## config.mk

```make
export PLATFORM = sky130hd
export DESIGN_NAME = two_class_output_queue_scheduler
export DESIGN_NICKNAME = d
export VERILOG_FILES = /design/src/design/tcoqs_pkg.sv /design/src/design/tcoqs_ram.sv /design/src/design/two_class_output_queue_scheduler.sv
export SDC_FILE = /design/constraint.sdc
export NUM_CORES = 1
export LEC_CHECK = 0
export BUFFER_PORTS_ARGS = -buffer_cell sky130_fd_sc_hd__buf_2
export CORE_MARGIN = 2
export CORE_UTILIZATION = 60
export CTS_BUF_LIST = sky130_fd_sc_hd__clkbuf_2
export DETAILED_ROUTE_END_ITERATION = 8
export GPL_TIMING_DRIVEN = 0
export PLACE_DENSITY_LB_ADDON = 0.15
export SLEW_MARGIN = 20
export SYNTH_ARGS = -nofsm -noshare
export SYNTH_HDL_FRONTEND = slang
export SYNTH_SLANG_ARGS = --single-unit
```

## constraint.sdc

```tcl
create_clock -name clk -period 11 [get_ports clk]
set_input_delay 1.65 -clock clk [delete_from_list [all_inputs] [get_ports clk]]
set_output_delay 1.65 -clock clk [all_outputs]
set_load 0.005 [all_outputs]
```

## src/design/tcoqs_pkg.sv

```systemverilog
`default_nettype none
package tcoqs_pkg;

  localparam int BULK_DEPTH    = 8;
  localparam int CONTROL_DEPTH = 16;
  localparam int BULK_AW       = (BULK_DEPTH > 1) ? $clog2(BULK_DEPTH) : 1;
  localparam int CTRL_AW       = (CONTROL_DEPTH > 1) ? $clog2(CONTROL_DEPTH) : 1;
  localparam int BULK_CW       = $clog2(BULK_DEPTH + 1);
  localparam int CTRL_CW       = $clog2(CONTROL_DEPTH + 1);

  localparam logic [15:0] BULK_MIN_PAYLOAD = 16'd4;

  localparam logic [1:0] FUNC_ADMIT   = 2'd0;
  localparam logic [1:0] FUNC_LISTING = 2'd1;
  localparam logic [1:0] FUNC_LINKS   = 2'd2;
  localparam logic [1:0] FUNC_SELECT  = 2'd3;

  localparam logic [1:0] KIND_STATUS  = 2'd0;
  localparam logic [1:0] KIND_BULK    = 2'd1;
  localparam logic [1:0] KIND_CONTROL = 2'd2;
  localparam logic [1:0] KIND_EMPTY   = 2'd3;

  localparam logic [1:0] STAT_ACCEPTED = 2'd0;
  localparam logic [1:0] STAT_DROPPED  = 2'd1;
  localparam logic [1:0] STAT_PURGED   = 2'd2;

  localparam logic [1:0] SRC_OTHER = 2'd0;

  typedef struct packed {
    logic [1:0]  func;
    logic [7:0]  frame_type;
    logic [15:0] payload_length;
    logic [15:0] frame_handle;
    logic [7:0]  destination_host;
    logic        destination_broadcast;
    logic [1:0]  source_kind;
    logic        usb_on;
    logic        tcp_on;
  } tcoqs_in_t;

  typedef struct packed {
    logic [1:0]  result_kind;
    logic [1:0]  admission_status;
    logic [15:0] sent_frame_handle;
    logic [7:0]  sent_host;
    logic        sent_broadcast;
    logic        delay_next;
    logic [3:0]  pending_bulk;
    logic [4:0]  pending_control;
    logic        last;
  } tcoqs_out_t;

  typedef struct packed {
    logic [15:0] handle;
    logic [7:0]  host;
    logic        bcast;
  } tcoqs_entry_t;

endpackage
`default_nettype wire

```

## src/design/tcoqs_ram.sv

```systemverilog
`default_nettype none
module tcoqs_ram #(
  parameter int DEPTH = 8,
  parameter int WIDTH = 25,
  localparam int AW = (DEPTH > 1) ? $clog2(DEPTH) : 1
) (
  input  wire logic             clk,
  input  wire logic             wr_en,
  input  wire logic [AW-1:0]    wr_addr,
  input  wire logic [WIDTH-1:0] wr_data,
  input  wire logic             rd_en,
  input  wire logic [AW-1:0]    rd_addr,
  output logic      [WIDTH-1:0] rd_data
);

  logic [WIDTH-1:0] mem [DEPTH];

  always_ff @(posedge clk) begin
    if (wr_en) begin
      mem[wr_addr] <= wr_data;
    end
  end

  always_ff @(posedge clk) begin
    if (rd_en) begin
      rd_data <= mem[rd_addr];
    end
  end

endmodule
`default_nettype wire

```

## src/design/two_class_output_queue_scheduler.sv

```systemverilog
// Two-class output queue scheduler: frame references wait in a bulk queue and a
// control queue, each held in a single-port-read synchronous RAM.
// Channels: in_valid/in_ready/in_data carry one operation (admit, admit listing,
// set link flags, select batch); out_valid/out_ready/out_data carry results;
// cfg_valid/cfg_ready/cfg_data write the bulk frame type code (always ready).
// An operation is taken only in idle; the next cycle executes it. Admit, listing
// and link operations give one result, registered at the end of that cycle, and
// no new operation is taken until that result is loaded into the result register.
// A select issues one queue RAM read per cycle and, after its first entry
// appears, gives one entry per cycle while the receiver does not stall. The
// RAM read port and the single result register set this pace. An empty select
// gives one result.
// The result register lets a new operation be accepted while the last result
// of the previous one still waits. When the receiver stalls, execution holds
// with the pending RAM read data kept until the result register frees up.
// Synchronous reset empties both queues, drops both links and clears the type
// code; queue RAM contents are not cleared and no clearing pass is needed.
`default_nettype none
module two_class_output_queue_scheduler (
  input  wire logic                  clk,
  input  wire logic                  rst,
  input  wire logic                  in_valid,
  output logic                       in_ready,
  input  wire tcoqs_pkg::tcoqs_in_t  in_data,
  output logic                       out_valid,
  input  wire logic                  out_ready,
  output tcoqs_pkg::tcoqs_out_t      out_data,
  input  wire logic                  cfg_valid,
  output logic                       cfg_ready,
  input  wire logic [7:0]            cfg_data
);

  localparam logic [1:0] S_IDLE = 2'd0;
  localparam logic [1:0] S_EXEC = 2'd1;
  localparam logic [1:0] S_BRD  = 2'd2;
  localparam logic [1:0] S_CRD  = 2'd3;

  localparam int BAW = tcoqs_pkg::BULK_AW;
  localparam int CAW = tcoqs_pkg::CTRL_AW;
  localparam int BCW = tcoqs_pkg::BULK_CW;
  localparam int CCW = tcoqs_pkg::CTRL_CW;
  localparam int EW  = $bits(tcoqs_pkg::tcoqs_entry_t);

  logic [1:0]            state, state_next;
  tcoqs_pkg::tcoqs_in_t  item;
  logic [7:0]            bulk_data_type;
  logic [BAW-1:0]        bulk_head, bulk_head_next;
  logic [BCW-1:0]        bulk_count, bulk_count_next;
  logic [CAW-1:0]        ctrl_head, ctrl_head_next;
  logic [CCW-1:0]        ctrl_count, ctrl_count_next;
  logic                  usb_up, usb_up_next;
  logic                  tcp_up, tcp_up_next;
  logic                  sel_delay, sel_delay_next;
  logic                  out_load;
  tcoqs_pkg::tcoqs_out_t out_next;

  logic                  b_we, b_re, c_we, c_re;
  logic [EW-1:0]         b_rdata, c_rdata;
  tcoqs_pkg::tcoqs_entry_t ent, b_ent, c_ent;
  logic [BCW:0]          b_wsum;
  logic [CCW:0]          c_wsum;
  logic [BAW-1:0]        b_waddr, bulk_head_adv;
  logic [CAW-1:0]        c_waddr, ctrl_head_adv;
  logic                  out_free, links, is_bulk, b_full, c_full;

  assign in_ready  = (state == S_IDLE);
  assign cfg_ready = 1'b1;
  assign out_free  = !out_valid || out_ready;

  assign ent.handle = item.frame_handle;
  assign ent.host   = item.destination_broadcast ? 8'd0 : item.destination_host;
  assign ent.bcast  = item.destination_broadcast;
  assign b_ent      = tcoqs_pkg::tcoqs_entry_t'(b_rdata);
  assign c_ent      = tcoqs_pkg::tcoqs_entry_t'(c_rdata);

  assign links   = usb_up || tcp_up;
  assign is_bulk = (item.frame_type == bulk_data_type) &&
                   (item.payload_length > tcoqs_pkg::BULK_MIN_PAYLOAD);
  assign b_full  = (bulk_count >= BCW'(tcoqs_pkg::BULK_DEPTH));
  assign c_full  = (ctrl_count >= CCW'(tcoqs_pkg::CONTROL_DEPTH));

  // tail slot, head plus count wrapped once
  assign b_wsum  = (BCW+1)'(bulk_head) + (BCW+1)'(bulk_count);
  assign c_wsum  = (CCW+1)'(ctrl_head) + (CCW+1)'(ctrl_count);
  assign b_waddr = (b_wsum >= (BCW+1)'(tcoqs_pkg::BULK_DEPTH)) ?
                   BAW'(b_wsum - (BCW+1)'(tcoqs_pkg::BULK_DEPTH)) : BAW'(b_wsum);
  assign c_waddr = (c_wsum >= (CCW+1)'(tcoqs_pkg::CONTROL_DEPTH)) ?
                   CAW'(c_wsum - (CCW+1)'(tcoqs_pkg::CONTROL_DEPTH)) : CAW'(c_wsum);

  assign bulk_head_adv = (bulk_head == BAW'(tcoqs_pkg::BULK_DEPTH - 1)) ? '0 :
                         bulk_head + BAW'(1);
  assign ctrl_head_adv = (ctrl_head == CAW'(tcoqs_pkg::CONTROL_DEPTH - 1)) ? '0 :
                         ctrl_head + CAW'(1);

  always_comb begin
    state_next      = state;
    bulk_head_next  = bulk_head;
    bulk_count_next = bulk_count;
    ctrl_head_next  = ctrl_head;
    ctrl_count_next = ctrl_count;
    usb_up_next     = usb_up;
    tcp_up_next     = tcp_up;
    sel_delay_next  = sel_delay;
    out_load        = 1'b0;
    out_next        = '0;
    b_we            = 1'b0;
    c_we            = 1'b0;
    b_re            = 1'b0;
    c_re            = 1'b0;
    unique case (state)
      S_IDLE: begin
        if (in_valid) begin
          state_next = S_EXEC;
        end
      end
      S_EXEC: begin
        if (item.func == tcoqs_pkg::FUNC_SELECT) begin
          priority if (bulk_count != '0) begin
            b_re            = 1'b1;
            bulk_head_next  = bulk_head_adv;
            bulk_count_next = bulk_count - BCW'(1);
            sel_delay_next  = 1'b1;
            state_next      = S_BRD;
          end else if (ctrl_count != '0) begin
            c_re            = 1'b1;
            ctrl_head_next  = ctrl_head_adv;
            ctrl_count_next = ctrl_count - CCW'(1);
            sel_delay_next  = 1'b0;
            state_next      = S_CRD;
          end else begin
            if (out_free) begin
              out_load             = 1'b1;
              out_next.result_kind = tcoqs_pkg::KIND_EMPTY;
              out_next.delay_next  = 1'b1;
              out_next.last        = 1'b1;
              state_next           = S_IDLE;
            end
          end
        end else if (out_free) begin
          out_load                  = 1'b1;
          out_next.result_kind      = tcoqs_pkg::KIND_STATUS;
          out_next.admission_status = tcoqs_pkg::STAT_ACCEPTED;
          out_next.last             = 1'b1;
          state_next                = S_IDLE;
          unique case (item.func)
            tcoqs_pkg::FUNC_ADMIT: begin
              priority if (is_bulk) begin
                if (b_full) begin
                  out_next.admission_status = tcoqs_pkg::STAT_DROPPED;
                end else begin
                  b_we            = 1'b1;
                  bulk_count_next = bulk_count + BCW'(1);
                end
              end else if (!links) begin
                out_next.admission_status = tcoqs_pkg::STAT_DROPPED;
              end else if (c_full) begin
                if (item.source_kind != tcoqs_pkg::SRC_OTHER) begin
                  ctrl_head_next            = '0;
                  ctrl_count_next           = '0;
                  out_next.admission_status = tcoqs_pkg::STAT_PURGED;
                end else begin
                  out_next.admission_status = tcoqs_pkg::STAT_DROPPED;
                end
              end else begin
                c_we            = 1'b1;
                ctrl_count_next = ctrl_count + CCW'(1);
              end
            end
            tcoqs_pkg::FUNC_LISTING: begin
              if (!links || c_full) begin
                out_next.admission_status = tcoqs_pkg::STAT_DROPPED;
              end else begin
                c_we            = 1'b1;
                ctrl_count_next = ctrl_count + CCW'(1);
              end
            end
            tcoqs_pkg::FUNC_LINKS: begin
              usb_up_next = item.usb_on;
              tcp_up_next = item.tcp_on;
              if (!item.usb_on && !item.tcp_on) begin
                ctrl_head_next  = '0;
                ctrl_count_next = '0;
              end
            end
            tcoqs_pkg::FUNC_SELECT: begin
            end
          endcase
          out_next.pending_bulk    = 4'(bulk_count_next);
          out_next.pending_control = 5'(ctrl_count_next);
        end
      end
      S_BRD: begin
        if (out_free) begin
          out_load                   = 1'b1;
          out_next.result_kind       = tcoqs_pkg::KIND_BULK;
          out_next.sent_frame_handle = b_ent.handle;
          out_next.sent_host         = b_ent.host;
          out_next.sent_broadcast    = b_ent.bcast;
          out_next.delay_next        = sel_delay;
          out_next.pending_bulk      = 4'(bulk_count);
          out_next.last              = (ctrl_count == '0);
          if (ctrl_count != '0) begin
            c_re            = 1'b1;
            ctrl_head_next  = ctrl_head_adv;
            ctrl_count_next = ctrl_count - CCW'(1);
            state_next      = S_CRD;
          end else begin
            state_next = S_IDLE;
          end
        end
      end
      S_CRD: begin
        if (out_free) begin
          out_load                   = 1'b1;
          out_next.result_kind       = tcoqs_pkg::KIND_CONTROL;
          out_next.sent_frame_handle = c_ent.handle;
          out_next.sent_host         = c_ent.host;
          out_next.sent_broadcast    = c_ent.bcast;
          out_next.delay_next        = sel_delay;
          out_next.pending_bulk      = 4'(bulk_count);
          out_next.last              = (ctrl_count == '0);
          if (ctrl_count != '0) begin
            c_re            = 1'b1;
            ctrl_head_next  = ctrl_head_adv;
            ctrl_count_next = ctrl_count - CCW'(1);
          end else begin
            state_next = S_IDLE;
          end
        end
      end
    endcase
  end

  always_ff @(posedge clk) begin
    if (rst) begin
      state          <= S_IDLE;
      bulk_head      <= '0;
      bulk_count     <= '0;
      ctrl_head      <= '0;
      ctrl_count     <= '0;
      usb_up         <= 1'b0;
      tcp_up         <= 1'b0;
      sel_delay      <= 1'b0;
      out_valid      <= 1'b0;
      bulk_data_type <= 8'd0;
    end else begin
      state      <= state_next;
      bulk_head  <= bulk_head_next;
      bulk_count <= bulk_count_next;
      ctrl_head  <= ctrl_head_next;
      ctrl_count <= ctrl_count_next;
      usb_up     <= usb_up_next;
      tcp_up     <= tcp_up_next;
      sel_delay  <= sel_delay_next;
      if (out_load) begin
        out_valid <= 1'b1;
      end else if (out_ready) begin
        out_valid <= 1'b0;
      end
      if (cfg_valid && cfg_ready) begin
        bulk_data_type <= cfg_data;
      end
    end
  end

  always_ff @(posedge clk) begin
    if (in_valid && in_ready) begin
      item <= in_data;
    end
    if (out_load) begin
      out_data <= out_next;
    end
  end

  tcoqs_ram #(
    .DEPTH (tcoqs_pkg::BULK_DEPTH),
    .WIDTH (EW)
  ) u_bulk_ram (
    .clk     (clk),
    .wr_en   (b_we),
    .wr_addr (b_waddr),
    .wr_data (EW'(ent)),
    .rd_en   (b_re),
    .rd_addr (bulk_head),
    .rd_data (b_rdata)
  );

  tcoqs_ram #(
    .DEPTH (tcoqs_pkg::CONTROL_DEPTH),
    .WIDTH (EW)
  ) u_ctrl_ram (
    .clk     (clk),
    .wr_en   (c_we),
    .wr_addr (c_waddr),
    .wr_data (EW'(ent)),
    .rd_en   (c_re),
    .rd_addr (ctrl_head),
    .rd_data (c_rdata)
  );

  a_bulk_bound: assert property (@(posedge clk) disable iff (rst)
    bulk_count <= BCW'(tcoqs_pkg::BULK_DEPTH))
    else $error("bulk occupancy above depth");

  a_ctrl_bound: assert property (@(posedge clk) disable iff (rst)
    ctrl_count <= CCW'(tcoqs_pkg::CONTROL_DEPTH))
    else $error("control occupancy above depth");

  a_batch_gapless: assert property (@(posedge clk) disable iff (rst)
    out_valid && out_ready && !out_data.last |=> out_valid)
    else $error("gap inside a select batch");

  a_accept_after_last: assert property (@(posedge clk) disable iff (rst)
    in_valid && in_ready |-> !out_valid || out_data.last)
    else $error("new transaction taken before batch finished");

  a_ctrl_drained: assert property (@(posedge clk) disable iff (rst)
    out_valid && out_data.result_kind == tcoqs_pkg::KIND_CONTROL
      |-> out_data.pending_control == 5'd0)
    else $error("control entry reports pending control entries");

endmodule
`default_nettype wire
```

# Word level (Yosys, flattened, before mapping)
# Memory sizes are Yosys's and may differ from the RTL's. A register that Yosys moved wholly into a read port is not among the register bits.
# Cells that the tools add are included.
# word_totals
register_bits,125
input_bits,68
n_memories,2
ram_bits,600
word_cells,205
# memory_table
name,depth,word_bits,read_ports,rd_ports_with_merged_regs,wr,line_no,rtl
u_ctrl_ram.mem,16,25,1,1,1,tcoqs_ram.sv:16,logic [WIDTH-1:0] mem [DEPTH];
u_bulk_ram.mem,8,25,1,1,1,tcoqs_ram.sv:16,
# classes
n_eq_ne,23
order_cmp,5
n_addsub,10
n_reduce_logical,29
n_bitwise,3
n_mux,105
# op_table
op,count
$mux 4,18
$mux 30,2
$mux 5,11
$pmux 25 s2,1
$mux 1,38
$mux 2,18
$pmux 5 s3,2
$ne 4x4->1 const B,5
$gt 16x3->1 const B,1
$pmux 4 s2,2
$reduce_and 4->1,3
$mux 10,1
$pmux 5 s2,1
$reduce_and 10->1,1
$reduce_bool 2->1,5
$mux 9,1
$reduce_and 3->1,3
$add 4x1->4 const B,2
$eq 2x2->1 const B,4
$eq 8x8->1,1
$mux 8,1
$ne 2x2->1 const B,4
$pmux 1 s2,4
$pmux 2 s4,1
30 further kinds,45

# Depth between registers and ports, before layout
# logic_depth
word_depth,10
depth_mapped,8

# Hierarchy
# Synthesis repeated with hierarchy kept, for this count alone.
# unflattened
hier_cells,1460
hier_area_um2,29995.0
# modules_own_cells
mod,area_each_um2,instances,cells_per_inst,seq_area_each_um2
tcoqs_ram (u_ctrl_ram),15801.4,1,660,12762.2
tcoqs_ram (u_bulk_ram),8511.9,1,328,6756.5
two_class_output_queue_scheduler,5681.7,1,472,3453.3

# Worst setup path before layout
# OpenSTA, ideal clock, no wires.
# synth_path
kind,input to register
startpoint,input out_ready
endpoint,memory u_bulk_ram.mem[4][0] (enable)
stages,5
t_required_ns,10.521
setup_time_ns,0.479
setup_slack_ns,5.426
t_arrival_ns,5.095
path_buffers,1
cell_sequence,nand2b_1 clkbuf_1 nand2_1 nor3_1 nor4b_1
# synth_via
elab_chain_cells,6
# synth_lines
element,line_no,rtl
from (decl),two_class_output_queue_scheduler.sv:26,"input wire logic out_ready,"
$logic_or 1x1->1,two_class_output_queue_scheduler.sv:68,assign out_free = !out_valid || out_ready;
$mux 1,two_class_output_queue_scheduler.sv:139,end else if (out_free) begin
$mux 1,two_class_output_queue_scheduler.sv:117,if (item.func == tcoqs_pkg::FUNC_SELECT) begin
$mux 1,two_class_output_queue_scheduler.sv:110,unique case (state)
$mux 1,tcoqs_ram.sv:19,if (wr_en) begin
$mux 1 (not written as such),tcoqs_ram.sv:20,mem[wr_addr] <= wr_data;
to (decl),tcoqs_ram.sv:16,
# Every way passes these cells.

# Worst setup path after layout
# layout_path
startpoint,register state[0]
endpoint,output in_ready
# layout_via
elab_chain_cells,1
# layout_lines
element,line_no,rtl
from (decl),two_class_output_queue_scheduler.sv:44,"logic [1:0] state, state_next;"
from (signal assigned),two_class_output_queue_scheduler.sv:247,state <= state_next;
$logic_not 2->1,two_class_output_queue_scheduler.sv:66,assign in_ready = (state == S_IDLE);
to (decl),two_class_output_queue_scheduler.sv:23,"output logic in_ready,"
# Every way passes these cells.

==> flow_summary.ini <==
[run_status]
status = completed

[global_routing]
overflow = 0
grt_use_met3 = 0.06933
grt_pass1_vias = 15839
grt_use_total = 0.2617
antenna_found_initial = 1
grt_pass1_wl_um = 94920
busiest_layer = met2
grt_max_degree = 44
use_met1 = 0.3593
grt_util_met2 = 0.4119

[layout]
final_area_um2 = 33810
drive_above_1_share = 0.3757
syn2layout_area_growth_pct = 13.47
instances_no_fill = 2573
nNetsFinal = 1855

[critical_path]
start_kind = flip-flop
crit_fanout = 10
cp.arrival_ns = 2.94
cpMostUsedCell = buf_2
cp_slowest_cell = buf_1
crit_buf_inv = 3
path_cells = buf_2, buf_1, nor2_1, buf_2
path_delay_family = buffers and inverters
worstSetupPathType = flip-flop to output pin
max_stage_delay_ns = 0.80
cp.required_ns = 9.35
critPathCaptureType = output pin

[pwr]
powerDensity_nw_per_um2 = 156.2
ir_drop_v = 0.00009251
finalPower_uw = 5281
p_leak_uw = 0.01110

[clock_tree]
ctsHoldBuffers = 0
cts.sinks = 775
cts_tree = done
clk_latency_ns = 1.36
htree_num_levels = 4
cts_root_buf = clkbuf_2
cts_buffers = 184
cts_buffer_depth = 3
postCtsSetupRepairBufs = 0
clk_pin_slew_ns = 0.09
cts_resized = 0

[synthesis]
synth.area.top_cells = edfxtp_1 75%, mux4_2 13%, dfxtp_1 2.0%
synth_cell_types = 63
synthAdderAreaFrac = 0.006383
avgSynthCellArea_um2 = 21.03
yosysTopAreaCell = edfxtp_1
synth_top_cells_by_count = 745 x edfxtp_1, 175 x mux4_2, 71 x nor2_1
synthMuxAreaShare = 0.1532
synth_compound_area_frac = 0.01940
ys_ff_latch = 775
synth.most_common_cell = edfxtp_1
synth_top_family_by_area = multiplexers
synth_edf_count = 745
ys_seq_area_frac = 0.7709
synth-simple-area-share = 0.03464
synth_xor_area_frac = 0.004409
synth_top_flop_cell = edfxtp_1
yosys.area.top_type_share = 0.7508
syn_nets = 1499
synth_area_um2 = 29800
ys_warn_count = 0
netlist_instances = 1417
async_reset_ff_frac = 0

[route]
wl_per_cell_um = 24.81
drtPass1Iterations = 5
viasPerCell = 5.982
drc = 0
drtIter0Drc = 1288
vias = 15391
drtAntennaViolNets = 0
drt-total-wl_um = 63830

[timing]
min_period_ns = 4.590
maxSlewViolCount = 0
holdWs_ns = 0.4650
worst_pin_slew_ns = 1.124
period_share = 0.4172
max_freq_mhz = 217.9
setup_viol = 0
slew_headroom = 0.2505
setup_tns_ns = 0
hold_viol_final = 0
skew_ns = 0.08663
rsz0062_at_grt = false

[min_path]
hp-class = primary input to flip-flop

[floorplan]
dieArea_um2 = 51460
rows = 81
core-area_um2 = 48950
die_h_um = 226.9
io_pins = 111
initial_core_util = 0.6087
die_w_um = 226.9

[placement]
dp_hpwl_um = 43140
placedCellCount = 2251
portBuffers = 108
place.gp.congestion = 0.8553
place_area_um2 = 32150

[job]
drv_cap = 0
## area by class of cell
cell class	count	area (um^2)
flip-flops and latches	775	22970
fillers	3204	15140
multi-input cells	561	6706
clock buffers	269	1346
repair buffers	170	1319
well taps	664	830.8
clock inverters	50	301.5
plain buffers	66	271.5
inverters	15	56.30
diodes	3	7.507
## power by group
part | leakage, uW | internal [uW] | switching [uW]
Combinational | 0.00283 | 61.9 | 99.8
Sequential | 0.00701 | 3270 | 37.3
Clock | 0.00126 | 741 | 1080
Total | 0.0111 | 4070 | 1210
## routing by layer
| layer | part of all wire | vias to the layer above |
|---|---|---|
| met3 | 0.081 | 108 |
| met5 | 0 | - |
| met4 | 0.022 | 0 |
| met1 | 0.41 | 7914 |
| met2 | 0.49 | 693 |
| li1 | - | 6676 |
## metrics by stage
stage               setup WS, ns    util
CTS                        6.237  0.6905
global route               6.180  0.6906
finish                     6.410  0.6907
detailed placement         5.973  0.6569
floorplan                  5.426       -
global placement           2.195  0.6367
## path summary, 6_finish.rpt
path | endpoint | from | slack [ns] | cells after the start
setup / recovery | in_ready | state[0]$_SDFFE_PP0P_ | 6.41 | 4
hold / removal | ent[19]$_DFFE_PP_ | in_data[23] | 0.46 | 1
setup reg to reg | u_ctrl_ram.mem[2][8]$_DFFE_PP_ | ctrl_head[1]$_SDFFE_PP0P_ | 6.47 | 9
hold reg to reg | sel_delay$_SDFFE_PP0P_ | sel_delay$_SDFFE_PP0P_ | 0.52 | 2
## state kept, by name, indices dropped and copies added, names as in the netlist
register            count
sel_delay               1
out_valid               1
u_bulk_ram.rd_data     25
item                   38
ctrl_count              5
out_data               40
u_ctrl_ram.rd_data     25
u_bulk_ram.mem        200
tcp_up                  1
usb_up                  1
ctrl_head               4
bulk_head               3
u_ctrl_ram.mem        400
bulk_count              4
state                   2
bulk_data_type          8
ent                    17
## worst register-to-register path, delay by kind of cell, from the launching register on
kind,cells,cell delay [ns]
adder cells (fa/ha/maj),1,0.51
AND/OR/NAND/NOR,2,1.04
flip-flops,1,0.64
XOR/XNOR,1,0.19
buffers and inverters,5,1.84
## cell usage in the layout (no fill, tap or decap), types with 8 or more instances in the layout
master    netlist  final
a21oi_1        25     24
a31oi_1         8      8
buf_16          0     15
buf_2          14    132
buf_4           1     29
buf_6           0      8
clkbuf_1       45     44
clkbuf_2        0    271
clkinv_1        0     39
dfxtp_1        30     30
edfxtp_1      745    745
ha_1           12     12
inv_1          14     13
mux2_2         26     26
mux2i_1        33     33
mux4_2        175    175
nand2_1        33     33
nand3_1        16     16
nand4_1        11     11
nor2_1         71     59
nor2_4          0     12
nor2b_2         0      8
nor3_1         17      9
nor3_2          0      8
o21ai_0        22     21
xnor2_1        12     12
## kinds of logic (layout without fill, tap and decap cells)
kind of cell | after synthesis | count (layout)
XOR/XNOR | 15 | 15
multiplexers | 234 | 234
adder cells (fa/ha/maj) | 14 | 14
other | 1 | 4
AO/OA/AOI/OAI | 92 | 92
flip-flops | 775 | 775
AND/OR/NAND/NOR | 205 | 205
buffers and inverters | 81 | 570
(Power assumes the default switching activity.)
